## config.mk

```make
export PLATFORM = sky130hd
export DESIGN_NAME = vector_distance_metrics
export DESIGN_NICKNAME = d
export VERILOG_FILES = /design/src/sv/vdm_pkg.sv /design/src/sv/vdm_ctrl.sv /design/src/sv/vdm_dp.sv /design/src/sv/vector_distance_metrics.sv
export SDC_FILE = /design/constraint.sdc
export NUM_CORES = 1
export LEC_CHECK = 0
export ABC_AREA = 1
export BUFFER_PORTS_ARGS = -buffer_cell sky130_fd_sc_hd__buf_2
export CAP_MARGIN = 40
export CORE_MARGIN = 1.5
export CORE_UTILIZATION = 40
export CTS_CLUSTER_SIZE = 8
export DETAILED_ROUTE_END_ITERATION = 7
export GPL_TIMING_DRIVEN = 0
export HOLD_SLACK_MARGIN = 0.1
export SLEW_MARGIN = 20
export SYNTH_ARGS = -nofsm -noshare
export SYNTH_HDL_FRONTEND = slang
export SYNTH_SLANG_ARGS = --single-unit
```

## constraint.sdc

```tcl
create_clock -name clk -period 5.8 [get_ports clk]
set_input_delay 0.29 -clock clk [delete_from_list [all_inputs] [get_ports clk]]
set_output_delay 0.29 -clock clk [all_outputs]
set_load 0.05 [all_outputs]
```

## src/sv/vdm_pkg.sv

```systemverilog
// shared types and constants of the vector distance metrics block
package vdm_pkg;

	localparam int FEATURES_MAX_DEF = 16;

	localparam int FEAT_W   = 8;
	localparam int SQ_W     = 2 * FEAT_W;
	localparam int CNT_W    = 7;
	localparam int SUM_W    = 22;
	localparam int FRAC_W   = 16;
	localparam int RAD_W    = SUM_W + FRAC_W;
	localparam int EUCLID_W = 19;
	localparam int RATIO_W  = 17;

	localparam int ROOT_STEPS = RAD_W / 2;
	localparam int STEP_W     = $clog2(ROOT_STEPS);

	typedef enum logic [1:0] {
		ST_IDLE,
		ST_LOAD,
		ST_CALC,
		ST_OUT
	} vdm_state_t;

	typedef struct packed {
		logic acc;
		logic load;
		logic step;
	} vdm_cmd_t;

	typedef struct packed {
		logic calc_done;
	} vdm_stat_t;

endpackage

```

## src/sv/vdm_ctrl.sv

```systemverilog
// controller state machine of the vector distance metrics block
module vdm_ctrl (
	input  logic               clk,
	input  logic               arst_n,
	input  logic               in_valid,
	input  logic               last_pair,
	input  logic               out_stall,
	input  vdm_pkg::vdm_stat_t stat,
	output logic               in_stall,
	output logic               out_valid,
	output vdm_pkg::vdm_cmd_t  cmd
);

	vdm_pkg::vdm_state_t state_q;
	vdm_pkg::vdm_state_t state_nxt;

	always_ff @(posedge clk or negedge arst_n) begin
		if (!arst_n) begin
			state_q <= vdm_pkg::ST_IDLE;
		end else begin
			state_q <= state_nxt;
		end
	end

	always_comb begin
		state_nxt = state_q;
		case (state_q)
			vdm_pkg::ST_IDLE: begin
				if (in_valid && last_pair) begin
					state_nxt = vdm_pkg::ST_LOAD;
				end
			end
			vdm_pkg::ST_LOAD: begin
				state_nxt = vdm_pkg::ST_CALC;
			end
			vdm_pkg::ST_CALC: begin
				if (stat.calc_done) begin
					state_nxt = vdm_pkg::ST_OUT;
				end
			end
			vdm_pkg::ST_OUT: begin
				if (!out_stall) begin
					state_nxt = vdm_pkg::ST_IDLE;
				end
			end
			default: begin
				state_nxt = vdm_pkg::ST_IDLE;
			end
		endcase
	end

	always_comb begin
		in_stall  = 1'b1;
		out_valid = 1'b0;
		cmd       = '0;
		case (state_q)
			vdm_pkg::ST_IDLE: begin
				in_stall = 1'b0;
				cmd.acc  = in_valid;
			end
			vdm_pkg::ST_LOAD: begin
				cmd.load = 1'b1;
			end
			vdm_pkg::ST_CALC: begin
				cmd.step = 1'b1;
			end
			vdm_pkg::ST_OUT: begin
				out_valid = 1'b1;
			end
			default: begin
				in_stall = 1'b1;
			end
		endcase
	end

endmodule

```

## src/sv/vdm_dp.sv

```systemverilog
// datapath: accumulators, iterative square root and divider, result registers
module vdm_dp #(
	parameter int FEATURES_MAX = vdm_pkg::FEATURES_MAX_DEF
) (
	input  logic                          clk,
	input  logic                          arst_n,
	input  vdm_pkg::vdm_cmd_t             cmd,
	output vdm_pkg::vdm_stat_t            stat,
	input  logic [vdm_pkg::FEAT_W-1:0]    feature_a,
	input  logic [vdm_pkg::FEAT_W-1:0]    feature_b,
	output logic [vdm_pkg::EUCLID_W-1:0]  euclid_distance,
	output logic [vdm_pkg::CNT_W-1:0]     hamming_count,
	output logic [vdm_pkg::RATIO_W-1:0]   jaccard_ratio
);

	localparam int FW  = vdm_pkg::FEAT_W;
	localparam int CW  = vdm_pkg::CNT_W;
	localparam int SW  = vdm_pkg::SUM_W;
	localparam int RW  = vdm_pkg::RAD_W;
	localparam int EW  = vdm_pkg::EUCLID_W;
	localparam int QW  = vdm_pkg::ROOT_STEPS;
	localparam int TW  = EW + 2;
	localparam int STW = TW + 2;
	localparam int DRW = CW;
	localparam int FRW = vdm_pkg::FRAC_W;
	localparam int PRE = CW - (vdm_pkg::RAD_W / 2 - FRW);

	// accumulators
	logic [SW-1:0] square_sum_q;
	logic [CW-1:0] mismatch_count_q;
	logic [CW-1:0] both_one_count_q;
	logic [CW-1:0] both_zero_count_q;
	logic [CW-1:0] element_count_q;

	logic [FW-1:0]             diff;
	logic [vdm_pkg::SQ_W-1:0]  diff_sq;
	logic                      under_max;

	assign diff      = (feature_a > feature_b) ? feature_a - feature_b : feature_b - feature_a;
	assign diff_sq   = diff * diff;
	assign under_max = element_count_q < CW'(FEATURES_MAX);

	always_ff @(posedge clk or negedge arst_n) begin
		if (!arst_n) begin
			square_sum_q      <= '0;
			mismatch_count_q  <= '0;
			both_one_count_q  <= '0;
			both_zero_count_q <= '0;
			element_count_q   <= '0;
		end else if (cmd.load) begin
			square_sum_q      <= '0;
			mismatch_count_q  <= '0;
			both_one_count_q  <= '0;
			both_zero_count_q <= '0;
			element_count_q   <= '0;
		end else if (cmd.acc && under_max) begin
			square_sum_q    <= square_sum_q + SW'(diff_sq);
			element_count_q <= element_count_q + CW'(1);
			if (feature_a != feature_b) begin
				mismatch_count_q <= mismatch_count_q + CW'(1);
			end
			if (feature_a == FW'(1) && feature_b == FW'(1)) begin
				both_one_count_q <= both_one_count_q + CW'(1);
			end else if (feature_a == '0 && feature_b == '0) begin
				both_zero_count_q <= both_zero_count_q + CW'(1);
			end
		end
	end

	// step counter
	logic [vdm_pkg::STEP_W-1:0] step_q;

	always_ff @(posedge clk or negedge arst_n) begin
		if (!arst_n) begin
			step_q <= '0;
		end else if (cmd.load) begin
			step_q <= '0;
		end else if (cmd.step) begin
			step_q <= step_q + vdm_pkg::STEP_W'(1);
		end
	end

	assign stat.calc_done = cmd.step && (step_q == vdm_pkg::STEP_W'(QW - 1));

	// square root, two radicand bits per step
	logic [RW-1:0]  rad_q;
	logic [TW-1:0]  srem_q;
	logic [EW-1:0]  root_q;
	logic [STW-1:0] s_part;
	logic [TW-1:0]  s_trial;
	logic           s_ge;

	assign s_part  = {srem_q, rad_q[RW-1 -: 2]};
	assign s_trial = {root_q, 2'b01};
	assign s_ge    = s_part >= STW'(s_trial);

	// restoring divide, one quotient bit per step
	logic [CW-1:0]  denom_q;
	logic [CW-1:0]  hamming_q;
	logic [DRW-1:0] drem_q;
	logic [QW-1:0]  dsh_q;
	logic [QW-1:0]  quot_q;
	logic [DRW:0]   d_part;
	logic           d_ge;

	assign d_part = {drem_q, dsh_q[QW-1]};
	assign d_ge   = d_part >= {1'b0, denom_q};

	always_ff @(posedge clk) begin
		if (cmd.load) begin
			rad_q     <= {square_sum_q, FRW'(0)};
			srem_q    <= '0;
			root_q    <= '0;
			denom_q   <= element_count_q - both_zero_count_q;
			hamming_q <= mismatch_count_q;
			drem_q    <= DRW'(both_one_count_q[CW-1 -: PRE]);
			dsh_q     <= {both_one_count_q[CW-PRE-1:0], FRW'(0)};
			quot_q    <= '0;
		end else if (cmd.step) begin
			rad_q  <= rad_q << 2;
			srem_q <= s_ge ? TW'(s_part - STW'(s_trial)) : s_part[TW-1:0];
			root_q <= {root_q[EW-2:0], s_ge};
			drem_q <= d_ge ? DRW'(d_part - {1'b0, denom_q}) : d_part[DRW-1:0];
			dsh_q  <= dsh_q << 1;
			quot_q <= {quot_q[QW-2:0], d_ge};
		end
	end

	assign euclid_distance = root_q;
	assign hamming_count   = hamming_q;
	assign jaccard_ratio   = (denom_q == '0) ? '0 : quot_q[vdm_pkg::RATIO_W-1:0];

endmodule

```

## src/sv/vector_distance_metrics.sv

```systemverilog
// Vector distance metrics, top level. Element pairs of two feature vectors
// stream in one item per cycle and are accumulated (squared difference sum,
// mismatch, both-one, both-zero and element counts, all saturating at
// FEATURES_MAX pairs). The item with last_pair set ends the vector: the
// block then stalls its input for a load state and 19 iterations of a
// shared-step square root and restoring divider (one root bit and one
// quotient bit per cycle); out_valid then rises in the output state, and
// the input stays stalled until that result is taken.
// euclid_distance is the truncated square root with 8 fraction bits,
// jaccard_ratio has 16 fraction bits and reads 0 when every pair is zero.
module vector_distance_metrics #(
	parameter int FEATURES_MAX = vdm_pkg::FEATURES_MAX_DEF
) (
	input  logic                          clk,
	input  logic                          arst_n,
	input  logic                          in_valid,
	output logic                          in_stall,
	input  logic [vdm_pkg::FEAT_W-1:0]    feature_a,
	input  logic [vdm_pkg::FEAT_W-1:0]    feature_b,
	input  logic                          last_pair,
	output logic                          out_valid,
	input  logic                          out_stall,
	output logic [vdm_pkg::EUCLID_W-1:0]  euclid_distance,
	output logic [vdm_pkg::CNT_W-1:0]     hamming_count,
	output logic [vdm_pkg::RATIO_W-1:0]   jaccard_ratio
);

	vdm_pkg::vdm_cmd_t  cmd;
	vdm_pkg::vdm_stat_t stat;

	vdm_ctrl u_ctrl (
		.clk       (clk),
		.arst_n    (arst_n),
		.in_valid  (in_valid),
		.last_pair (last_pair),
		.out_stall (out_stall),
		.stat      (stat),
		.in_stall  (in_stall),
		.out_valid (out_valid),
		.cmd       (cmd)
	);

	vdm_dp #(
		.FEATURES_MAX (FEATURES_MAX)
	) u_dp (
		.clk             (clk),
		.arst_n          (arst_n),
		.cmd             (cmd),
		.stat            (stat),
		.feature_a       (feature_a),
		.feature_b       (feature_b),
		.euclid_distance (euclid_distance),
		.hamming_count   (hamming_count),
		.jaccard_ratio   (jaccard_ratio)
	);

`ifndef ASSERT_OFF
	a_no_accept_with_result: assert property (@(posedge clk) disable iff (!arst_n)
		out_valid |-> in_stall)
		else $error("input accepted while a result is pending");

	a_last_stalls: assert property (@(posedge clk) disable iff (!arst_n)
		(in_valid && !in_stall && last_pair) |=> (in_stall && !out_valid))
		else $error("last item did not start the result computation");

	a_ratio_range: assert property (@(posedge clk) disable iff (!arst_n)
		out_valid |-> (jaccard_ratio <= vdm_pkg::RATIO_W'(65536)))
		else $error("jaccard ratio above one");

	a_hamming_range: assert property (@(posedge clk) disable iff (!arst_n)
		out_valid |-> (hamming_count <= vdm_pkg::CNT_W'(FEATURES_MAX)))
		else $error("hamming count above saturation limit");
`endif

endmodule

```

After elaboration in Yosys (flattened, before gate mapping)

Cells that the tools add are included.

Register bits after elaboration: 160
Bits of input ports: 21
Output and inout port bits: 45
Logic and storage cells: 96

Add/sub/neg operators: 11
Multiply operators: 1
Order comparisons: 4
Equal/unequal tests: 11
Mux-type cells: 35
Reduce and logical (&&, ||, !) cells: 18

Operators with widths:

| kind                  | number |
|---|---|
| $mux W7               | 13 |
| $mux W38              | 2 |
| $mux W22              | 2 |
| $mux W19              | 2 |
| $add A7 B1 Y7 const B | 4 |
| $ge A23 B21 Y1        | 1 |
| $add A22 B16 Y22      | 1 |
| $mux W21              | 1 |
| $sub A21 B21 Y21      | 1 |
| $mux W17              | 1 |
| $eq A8 B1 Y1 const B  | 2 |
| $logic_not A8 Y1      | 2 |
| $mul A8 B8 Y16        | 1 |
| $sub A8 B8 Y8         | 2 |
| $sub A7 B7 Y7         | 2 |
| $mux W5               | 2 |
| $reduce_bool A2 Y1    | 5 |
| $ge A8 B7 Y1          | 1 |
| $gt A8 B8 Y1          | 1 |
| $mux W4               | 2 |
| $mux W8               | 1 |
| $ne A8 B8 Y1          | 1 |
| $pmux W2 S4           | 1 |
| $logic_not A7 Y1      | 1 |
| 13 further kinds      | 28 |

Logic depth before layout (Yosys ltp)

Gate-level depths: netlist of run 1.

Depth after elaboration: 6
Mapped depth: 35
Gate-level depth less buffers: 34

Modules after synthesis

A second synthesis of run 1 with hierarchy kept.

Cells, all modules: 1578
Area, all modules: 11905.2 um2

Modules (own cells, without submodules):

| module   | times used | cells each | area each (um2) | seq. area each (um2) |
|---|---|---|---|---|
| vdm_dp   | 1          | 1551       | 11698.7         | 3868.7 |
| vdm_ctrl | 1          | 27         | 206.4           | 50.0 |

Least setup slack after synthesis of run 1

OpenSTA, ideal clock, no wires.

Kind: input-to-reg
Start: input feature_a[0] (netlist name)
End: register u_dp.square_sum_q[18]
Setup time: 119 ps
Arrival: 5227 ps
Required time: 5681 ps
Setup slack: 454 ps
Stages on the path: 29
Path buffers: 0
Cell sequence: inv_1 ha_1 inv_1 fa_1 nand2_2 nand2_2 nand2_2 nand2_4 nand2_4 nand2_2 o21ai_2 xor2_2 nor2_1 fa_1 fa_1 fa_1 inv_1 fa_1 inv_1 ha_1 nand2_1 inv_1 nand4_1 nand2_1 nand2_1 o21ai_0 nand3_1 nand2_1 nor2_1

Longest elaborated chain between the ends: 6
Elaborated cells between the ends (all ways): 8
Classes of those cells: add/sub (3); mul (1); order compare (1); mux (3)

Ends and longest elaborated chain:

| what                                                 | RTL line                      | source |
|---|---|---|
| from (decl)                                          | vector_distance_metrics.sv:18 | `input logic [vdm_pkg::FEAT_W-1:0] feature_a,` |
| $sub A8 B8 Y8 / $gt A8 B8 Y1 (equally long branches) | vdm_dp.sv:39                  | `assign diff = (feature_a > feature_b) ? feature_a - feature_b : feature_b - feature_a;` |
| $mux W8 *                                            | vdm_dp.sv:39                  |  |
| $mul A8 B8 Y16 *                                     | vdm_dp.sv:40                  | `assign diff_sq = diff * diff;` |
| $add A22 B16 Y22 *                                   | vdm_dp.sv:57                  | `square_sum_q <= square_sum_q + SW'(diff_sq);` |
| $mux W22 *                                           | vdm_dp.sv:56                  | `end else if (cmd.acc && under_max) begin` |
| $mux W22 *                                           | vdm_dp.sv:50                  | `end else if (cmd.load) begin` |
| to (signal assigned)                                 | vdm_dp.sv:57                  |  |
| to (decl)                                            | vdm_dp.sv:29                  | `logic [SW-1:0] square_sum_q;` |

Every way passes the cells marked *; elsewhere a longest branch is shown, timed or not. The select of a mux whose other input is x is not followed.
A chain may end at the register's enable or synchronous reset.

Final worst setup path of run 1

Start: input feature_a[0] (netlist name)
End: register u_dp.square_sum_q[13]

Same word-level chain as after synthesis.

==> results of run 1 <==
-- kinds of logic (layout without fill, tap and decap cells) --
kind of cell | count (synthesis) | count (layout)
AO/OA/AOI/OAI | 235 | 235
adder cells (fa/ha/maj) | 144 | 144
AND/OR/NAND/NOR | 721 | 721
XOR/XNOR | 41 | 41
flip-flops | 160 | 160
buffers and inverters | 359 | 461
-- metal layers --
metal	vias up	part of all wire (%)
li1	5451	-
met1	4932	47
met4	0	1.4
met2	158	49
met5	-	0
met3	21	2.5
-- synthesized netlist by cell type, types with 7 or more instances --
cell / number
nand2_1: 398
inv_1: 310
nor2_1: 141
ha_1: 103
a21oi_1: 99
o21ai_0: 97
nand3_1: 89
dfxtp_1: 60
dfrtp_1: 57
nand4_1: 44
edfxtp_1: 43
fa_1: 41
xor2_1: 29
clkbuf_1: 27
nor3_1: 15
nand2_2: 11
xnor2_1: 11
buf_2: 9
a21o_1: 7
buf_1: 7
o31ai_1: 7
-- worst register-to-register path, cell delays in order (launching register included) --
cell and delay (ns):
dfrtp_1 0.43, fa_1 0.55, inv_1 0.05, fa_1 0.51, fa_1 0.44, fa_1 0.54
inv_1 0.04, ha_1 0.36, a21oi_1 0.24, o21ai_1 0.17, nand2_1 0.09, nand2_1 0.09
nand2_1 0.07, nand2_1 0.10, nand2_1 0.08, nand2_1 0.11, nand3_1 0.09, nand2_1 0.06
nor2_1 0.11
-- flip-flops by register name, indices dropped and copies added (netlist names), 17 cells and up --
name and cells:
u_dp.rad_q 22, u_dp.euclid_distance 19, u_dp.quot_q 17, u_dp.srem_q 21, u_dp.square_sum_q 22
-- worst min path at each step --
| stage | start | to | depth (start not counted) |
|---|---|---|---|
| global route | arst_n | u_dp.square_sum_q[7] | 2 |
| global placement | u_dp.quot_q[2] | u_dp.quot_q[3] | 2 |
| finish | out_stall | u_ctrl.state_q[1] | 4 |
| detailed placement | arst_n | u_dp.mismatch_count_q[5] | 1 |
| floorplan | arst_n | u_ctrl.state_q[0] | 0 |
| CTS | out_stall | u_ctrl.state_q[1] | 4 |
-- final cells by class --
class | count | area, µm²
Sequential cell | 160 | 3920
Multi-Input combinational cell | 1141 | 6840
Tap cell | 390 | 488
Clock buffer | 17 | 425
Buffer | 43 | 173
Inverter | 316 | 1190
Fill cell | 3027 | 16100
Timing Repair Buffer | 70 | 413
Clock inverter | 15 | 205
-- timing repair --
| item | CTS | global route |
|---|---|---|
| setup endpoints to repair | 2 | 7 |
| gates resized for setup | 1 | 9 |
| gates cloned | 0 | 0 |
| hold endpoints to repair | 57 | 0 |
| hold buffers | 1 | 0 |
| buffers inserted | 0 | 1 |
-- through the flow --
step,setup slack [ns],cells,setup TNS (ns),hold slack (ns),utilization [%]
3_5_place_dp,-0.469,2116,-2.44,0.418,43.5
5_1_grt,0.0296,2152,0,0.252,45.9
4_1_cts,0.0721,2149,0,0.219,45.7
2_1_floorplan,0.454,1660,0,-0.00559,-
6_report,0.370,2152,0,0.229,45.9
3_3_place_gp,-0.421,2115,-2.09,0.460,43.4
==> reports/results.ini, run 1 <==
[run_status]
status = completed

[worst_setup_path]
cp_max_fo = 9
worstSetupEndpoint = u_dp.square_sum_q[13]
path_depth = 29
arrival_ns = 5.74
rrSetupSlack_ns = 1.60
crit_buf_inv = 5
crit_family = adder cells
crit_path_top_delay_cell = fa_1
critPathCaptureType = flop
cp_slowest_stage_delay_ns = 0.54
reg2reg_depth = 18
reg2reg_to = u_dp.square_sum_q[19]
r2r_start = u_dp.square_sum_q[6]
critPathLaunchType = input port
crit_start = feature_a[0]
critPathRequiredTime_ns = 6.11
critPathKind = input port to flop

[finish]
design_area_um2 = 13700
n_antenna_cell = 0
mostFrequentLayoutCell = nand2_1
layout-drive-gt1-share_pct = 8.40
nets = 1914
layout_common_cells = 397 x nand2_1, 310 x inv_1, 138 x nor2_1
area_growth_pct = 12.9

[synthesis]
yosys.area_share.simple_pct = 25.4
syn_area_um2 = 12100
syn_area_per_cell_um2 = 7.28
synth_ff_type = dfxtp_1
yosysUniqueCellTypes = 46
netlist.area_leader.share_pct = 12.4
ys_warn_count = 0
synthAdderAreaFrac_pct = 17.5
async_reset_ff_share_pct = 35.6
ys_ff_latch = 160
synth_xor_area_share_pct = 3.03
synth.mux.area_fraction_pct = 0
yosysTopAreaCell = nand2_1
seq_area_frac_synth_pct = 32.4
synth_top_family_by_area = simple AND/OR/NAND/NOR gates
netlist_top_cells_area = nand2_1 12%, dfrtp_1 12%, edfxtp_1 11%
synth-edff-count = 43
synth_nets = 1825
syn_inst = 1660
synth_compound_area_share_pct = 10.4

[sta]
tightest_slew_ns = 0.724
finClkSkew_ns = 0.0142
hold_viol = 0
relSlewSlack_pct = 51.3
grt_setup_unrepaired = no
max_clock_freq_mhz = 184
finalMaxSlewViolations = 0
final-setup-viol-count = 0
period_share_pct = 93.6
layout_min_cycle_time_ns = 5.43

[floorplan]
start_util_pct = 40.7
dieArea_um2 = 31300
core_um2 = 29700
io_pins = 66
num_rows = 63
fp.dieW_um = 177
die_height_um = 177

[cts]
cts-buffers-inserted = 17
h-tree-depth = 4
clk_latency_ns = 0.45
cts-root-buf = clkbuf_16
cts.sinks = 160
path_clk_slew_ns = 0.07
cts_tree = done
cts_max_path_buffers = 2

[place]
hpwlAfterDp_mm = 24.2
io_buffer_count = 65
dpl_cell_area_um2 = 12900
routabilityCongestion = 0.906

[grt]
grtUsageMet2_pct = 35.7
grt_pass1_wl_mm = 50.5
grt_overflow = 0
grt_pass1_vias = 10167
met3_usage_pct = 2.17
antenna_found_initial = 0
grtUsageMet1_pct = 26.4
busiest_layer = met2
grt.total_usage_pct = 20.3
grt_max_degree = 58

[detailed_routing]
drt-pass1-iter-count = 5
vias = 10562
routedWlPerCell_um = 14.1
drt_iter0_drc = 523
avgViaCountPerCell = 4.91
drtAntennaViolNets = 0
wl_mm = 30.4
drc = 0

[min_path]
holdCritPathClass = input port to flop

[run]
cap_violations = 0

Power of run 1 is left out: the tool's default activity adds up to more than one toggle a clock period on the data nets, which glitch-free logic cannot reach.
==> inputs of run 2 (changes only) <==
--- a/config.mk
+++ b/config.mk
@@ -14,6 +14,7 @@
 export DETAILED_ROUTE_END_ITERATION = 7
 export GPL_TIMING_DRIVEN = 0
 export HOLD_SLACK_MARGIN = 0.1
+export PLACE_DENSITY_LB_ADDON = 0.25
 export SLEW_MARGIN = 20
 export SYNTH_ARGS = -nofsm -noshare
 export SYNTH_HDL_FRONTEND = slang
==> reports/results.ini, run 2 (synthesis gave the netlist of run 1 again) <==
[run_status]
status = completed  ; unchanged

[worst_setup_path]
arrival_ns = 5.82  ; was 5.74 ns
crit_path_top_delay_cell = fa_1  ; unchanged
critPathCaptureType = flop  ; unchanged
critPathRequiredTime_ns = 6.11  ; about the same
cp_max_fo = 9  ; unchanged
cp_slowest_stage_delay_ns = 0.56  ; was 0.54 ns
crit_family = adder cells  ; unchanged
critPathKind = input port to flop  ; unchanged
critPathLaunchType = input port  ; unchanged
crit_buf_inv = 5  ; unchanged

[grt]
busiest_layer = met2  ; unchanged
antenna_found_initial = 0  ; unchanged
grt_max_degree = 58  ; unchanged
met3_usage_pct = 2.86  ; was 2.17%
grt_pass1_vias = 10324  ; was 10167
grt_overflow = 0  ; unchanged
grtUsageMet2_pct = 35.5  ; was 35.7%
grt.total_usage_pct = 20.4  ; was 20.3%
grt_pass1_wl_mm = 50.8  ; was 50.5 mm
grtUsageMet1_pct = 25.9  ; was 26.4%

[floorplan]
dieArea_um2 = 31300  ; unchanged
core_um2 = 29700  ; unchanged
start_util_pct = 40.7  ; unchanged
fp.dieW_um = 177  ; unchanged
io_pins = 66  ; unchanged
die_height_um = 177  ; unchanged
num_rows = 63  ; unchanged

[place]
placed_cells = 2116  ; unchanged
routabilityCongestion = 0.920  ; was 0.906
dpl_cell_area_um2 = 12900  ; unchanged
io_buffer_count = 65  ; unchanged
pre_cts_ws_ns = -0.481  ; was -0.469 ns
hpwlAfterDp_mm = 23.9  ; was 24.2 mm

[cts]
cts.sinks = 160  ; unchanged
cts_max_path_buffers = 2  ; unchanged
path_clk_slew_ns = 0.07  ; about the same
cts-buffers-inserted = 17  ; unchanged
h-tree-depth = 4  ; unchanged
cts-root-buf = clkbuf_16  ; unchanged
cts_tree = done  ; unchanged
clk_latency_ns = 0.44  ; was 0.45 ns

[run]
cap_violations = 0  ; unchanged

[finish]
nets = 1916  ; was 1914
layout_common_cells = 397 x nand2_1, 310 x inv_1, 138 x nor2_1  ; unchanged
design_area_um2 = 13600  ; was 13700 µm²
stdcell_count = 2154  ; was 2152
fillers = 3044  ; was 3027
regArea_um2 = 3920  ; unchanged
multiInputGateArea_um2 = 6860  ; was 6840 µm²
area_growth_pct = 12.6  ; was 12.9%
top_regs = u_dp.rad_q (22), u_dp.square_sum_q (22), u_dp.srem_q (21)  ; unchanged
n_antenna_cell = 0  ; unchanged
layout-drive-gt1-share_pct = 8.56  ; was 8.40%
mostFrequentLayoutCell = nand2_1  ; unchanged

[detailed_routing]
drtAntennaViolNets = 0  ; unchanged
drc = 0  ; unchanged
avgViaCountPerCell = 4.96  ; was 4.91
drt_iter0_drc = 571  ; was 523
drt-pass1-iter-count = 6  ; was 5
vias = 10694  ; was 10562
routedWlPerCell_um = 14.2  ; was 14.1 µm
wl_mm = 30.7  ; was 30.4 mm

[sta]
final-setup-viol-count = 0  ; unchanged
relSlewSlack_pct = 50.1  ; was 51.3%
fin_ws_ns = 0.295  ; was 0.370 ns
layout_min_cycle_time_ns = 5.51  ; was 5.43 ns
hold_viol = 0  ; unchanged
tightest_slew_ns = 0.742  ; was 0.724 ns
max_clock_freq_mhz = 182  ; was 184 MHz
period_share_pct = 94.9  ; was 93.6%
finalMaxSlewViolations = 0  ; unchanged
finClkSkew_ns = 0.0142  ; about the same

[min_path]
holdCritPathClass = input port to flop  ; unchanged

-- run 2: cell count changes in the layout (fill, tap and decap cells not counted), moves of 2 or more --
cell,change
inv_8,-4
buf_4,+3
clkinv_8,-3
inv_4,+2
inv_6,+3
-- run 2: metrics by stage --
stage / hold WS [ns] / setup TNS, ns / util (%)
floorplan: -0.00559 / 0 / -
global placement: 0.460 / -2.00 / 43.4
detailed placement: 0.426 / -2.77 / 43.5
CTS: 0.255 / 0 / 45.5
global route: 0.303 / -0.0228 / 45.8
finish: 0.268 / 0 / 45.8
-- run 2: worst register-to-register path: stages (launching register included) --
cell and delay, ns:
dfrtp_1 0.43, fa_1 0.55, inv_1 0.05, fa_1 0.52, fa_1 0.44, fa_1 0.54, inv_1 0.04, ha_1 0.37
inv_1 0.06, o21ai_1 0.26, nand2_1 0.09, nand2_1 0.12, nand2_1 0.06, nand2_1 0.12, nand2_1 0.07, nand2_1 0.14
nand3_1 0.09, nand2_1 0.07, nor2_1 0.04
-- run 2: final timing paths --
| kind | slack (ns) | cells past startpoint | startpoint | to |
|---|---|---|---|---|
| hold reg to reg | 0.47 | 2 | u_dp.quot_q[14] | u_dp.quot_q[15] |
| max in group asynchronous | 4.97 | 3 | arst_n | u_dp.step_q[1] |
| min in group asynchronous | 0.31 | 2 | arst_n | u_dp.mismatch_count_q[5] |
| setup / recovery | 0.29 | 29 | feature_a[0] | u_dp.square_sum_q[13] |
| hold / removal | 0.27 | 4 | out_stall | u_ctrl.state_q[1] |
| setup reg to reg | 1.63 | 18 | u_dp.square_sum_q[6] | u_dp.square_sum_q[19] |
-- run 2: cell type report --
class / instances / area share, %
clock inverter: 12 / 0.800
timing repair buffer: 72 / 3.05
tap: 390 / 3.58
clock buffer: 20 / 3.44
inverter: 316 / 8.72
multi-input combinational: 1141 / 50.4
sequential: 160 / 28.8
buffer: 43 / 1.27
-- run 2: timing repair --
action,CTS,global route
resized for setup,2,10
endpoints found under the hold margin,57,0
buffers inserted,0,3
hold buffers,1,0
endpoints found under the setup margin,2,7
-- run 2: metal layers --
metal	part of all wire, %	vias up	wire length [µm]
li1	-	5459	-
met1	46	4966	14200
met2	48	232	14800
met3	3.4	37	1050
met4	2.0	0	623
met5	0	-	0
Power of run 2 is left out for the same reason.
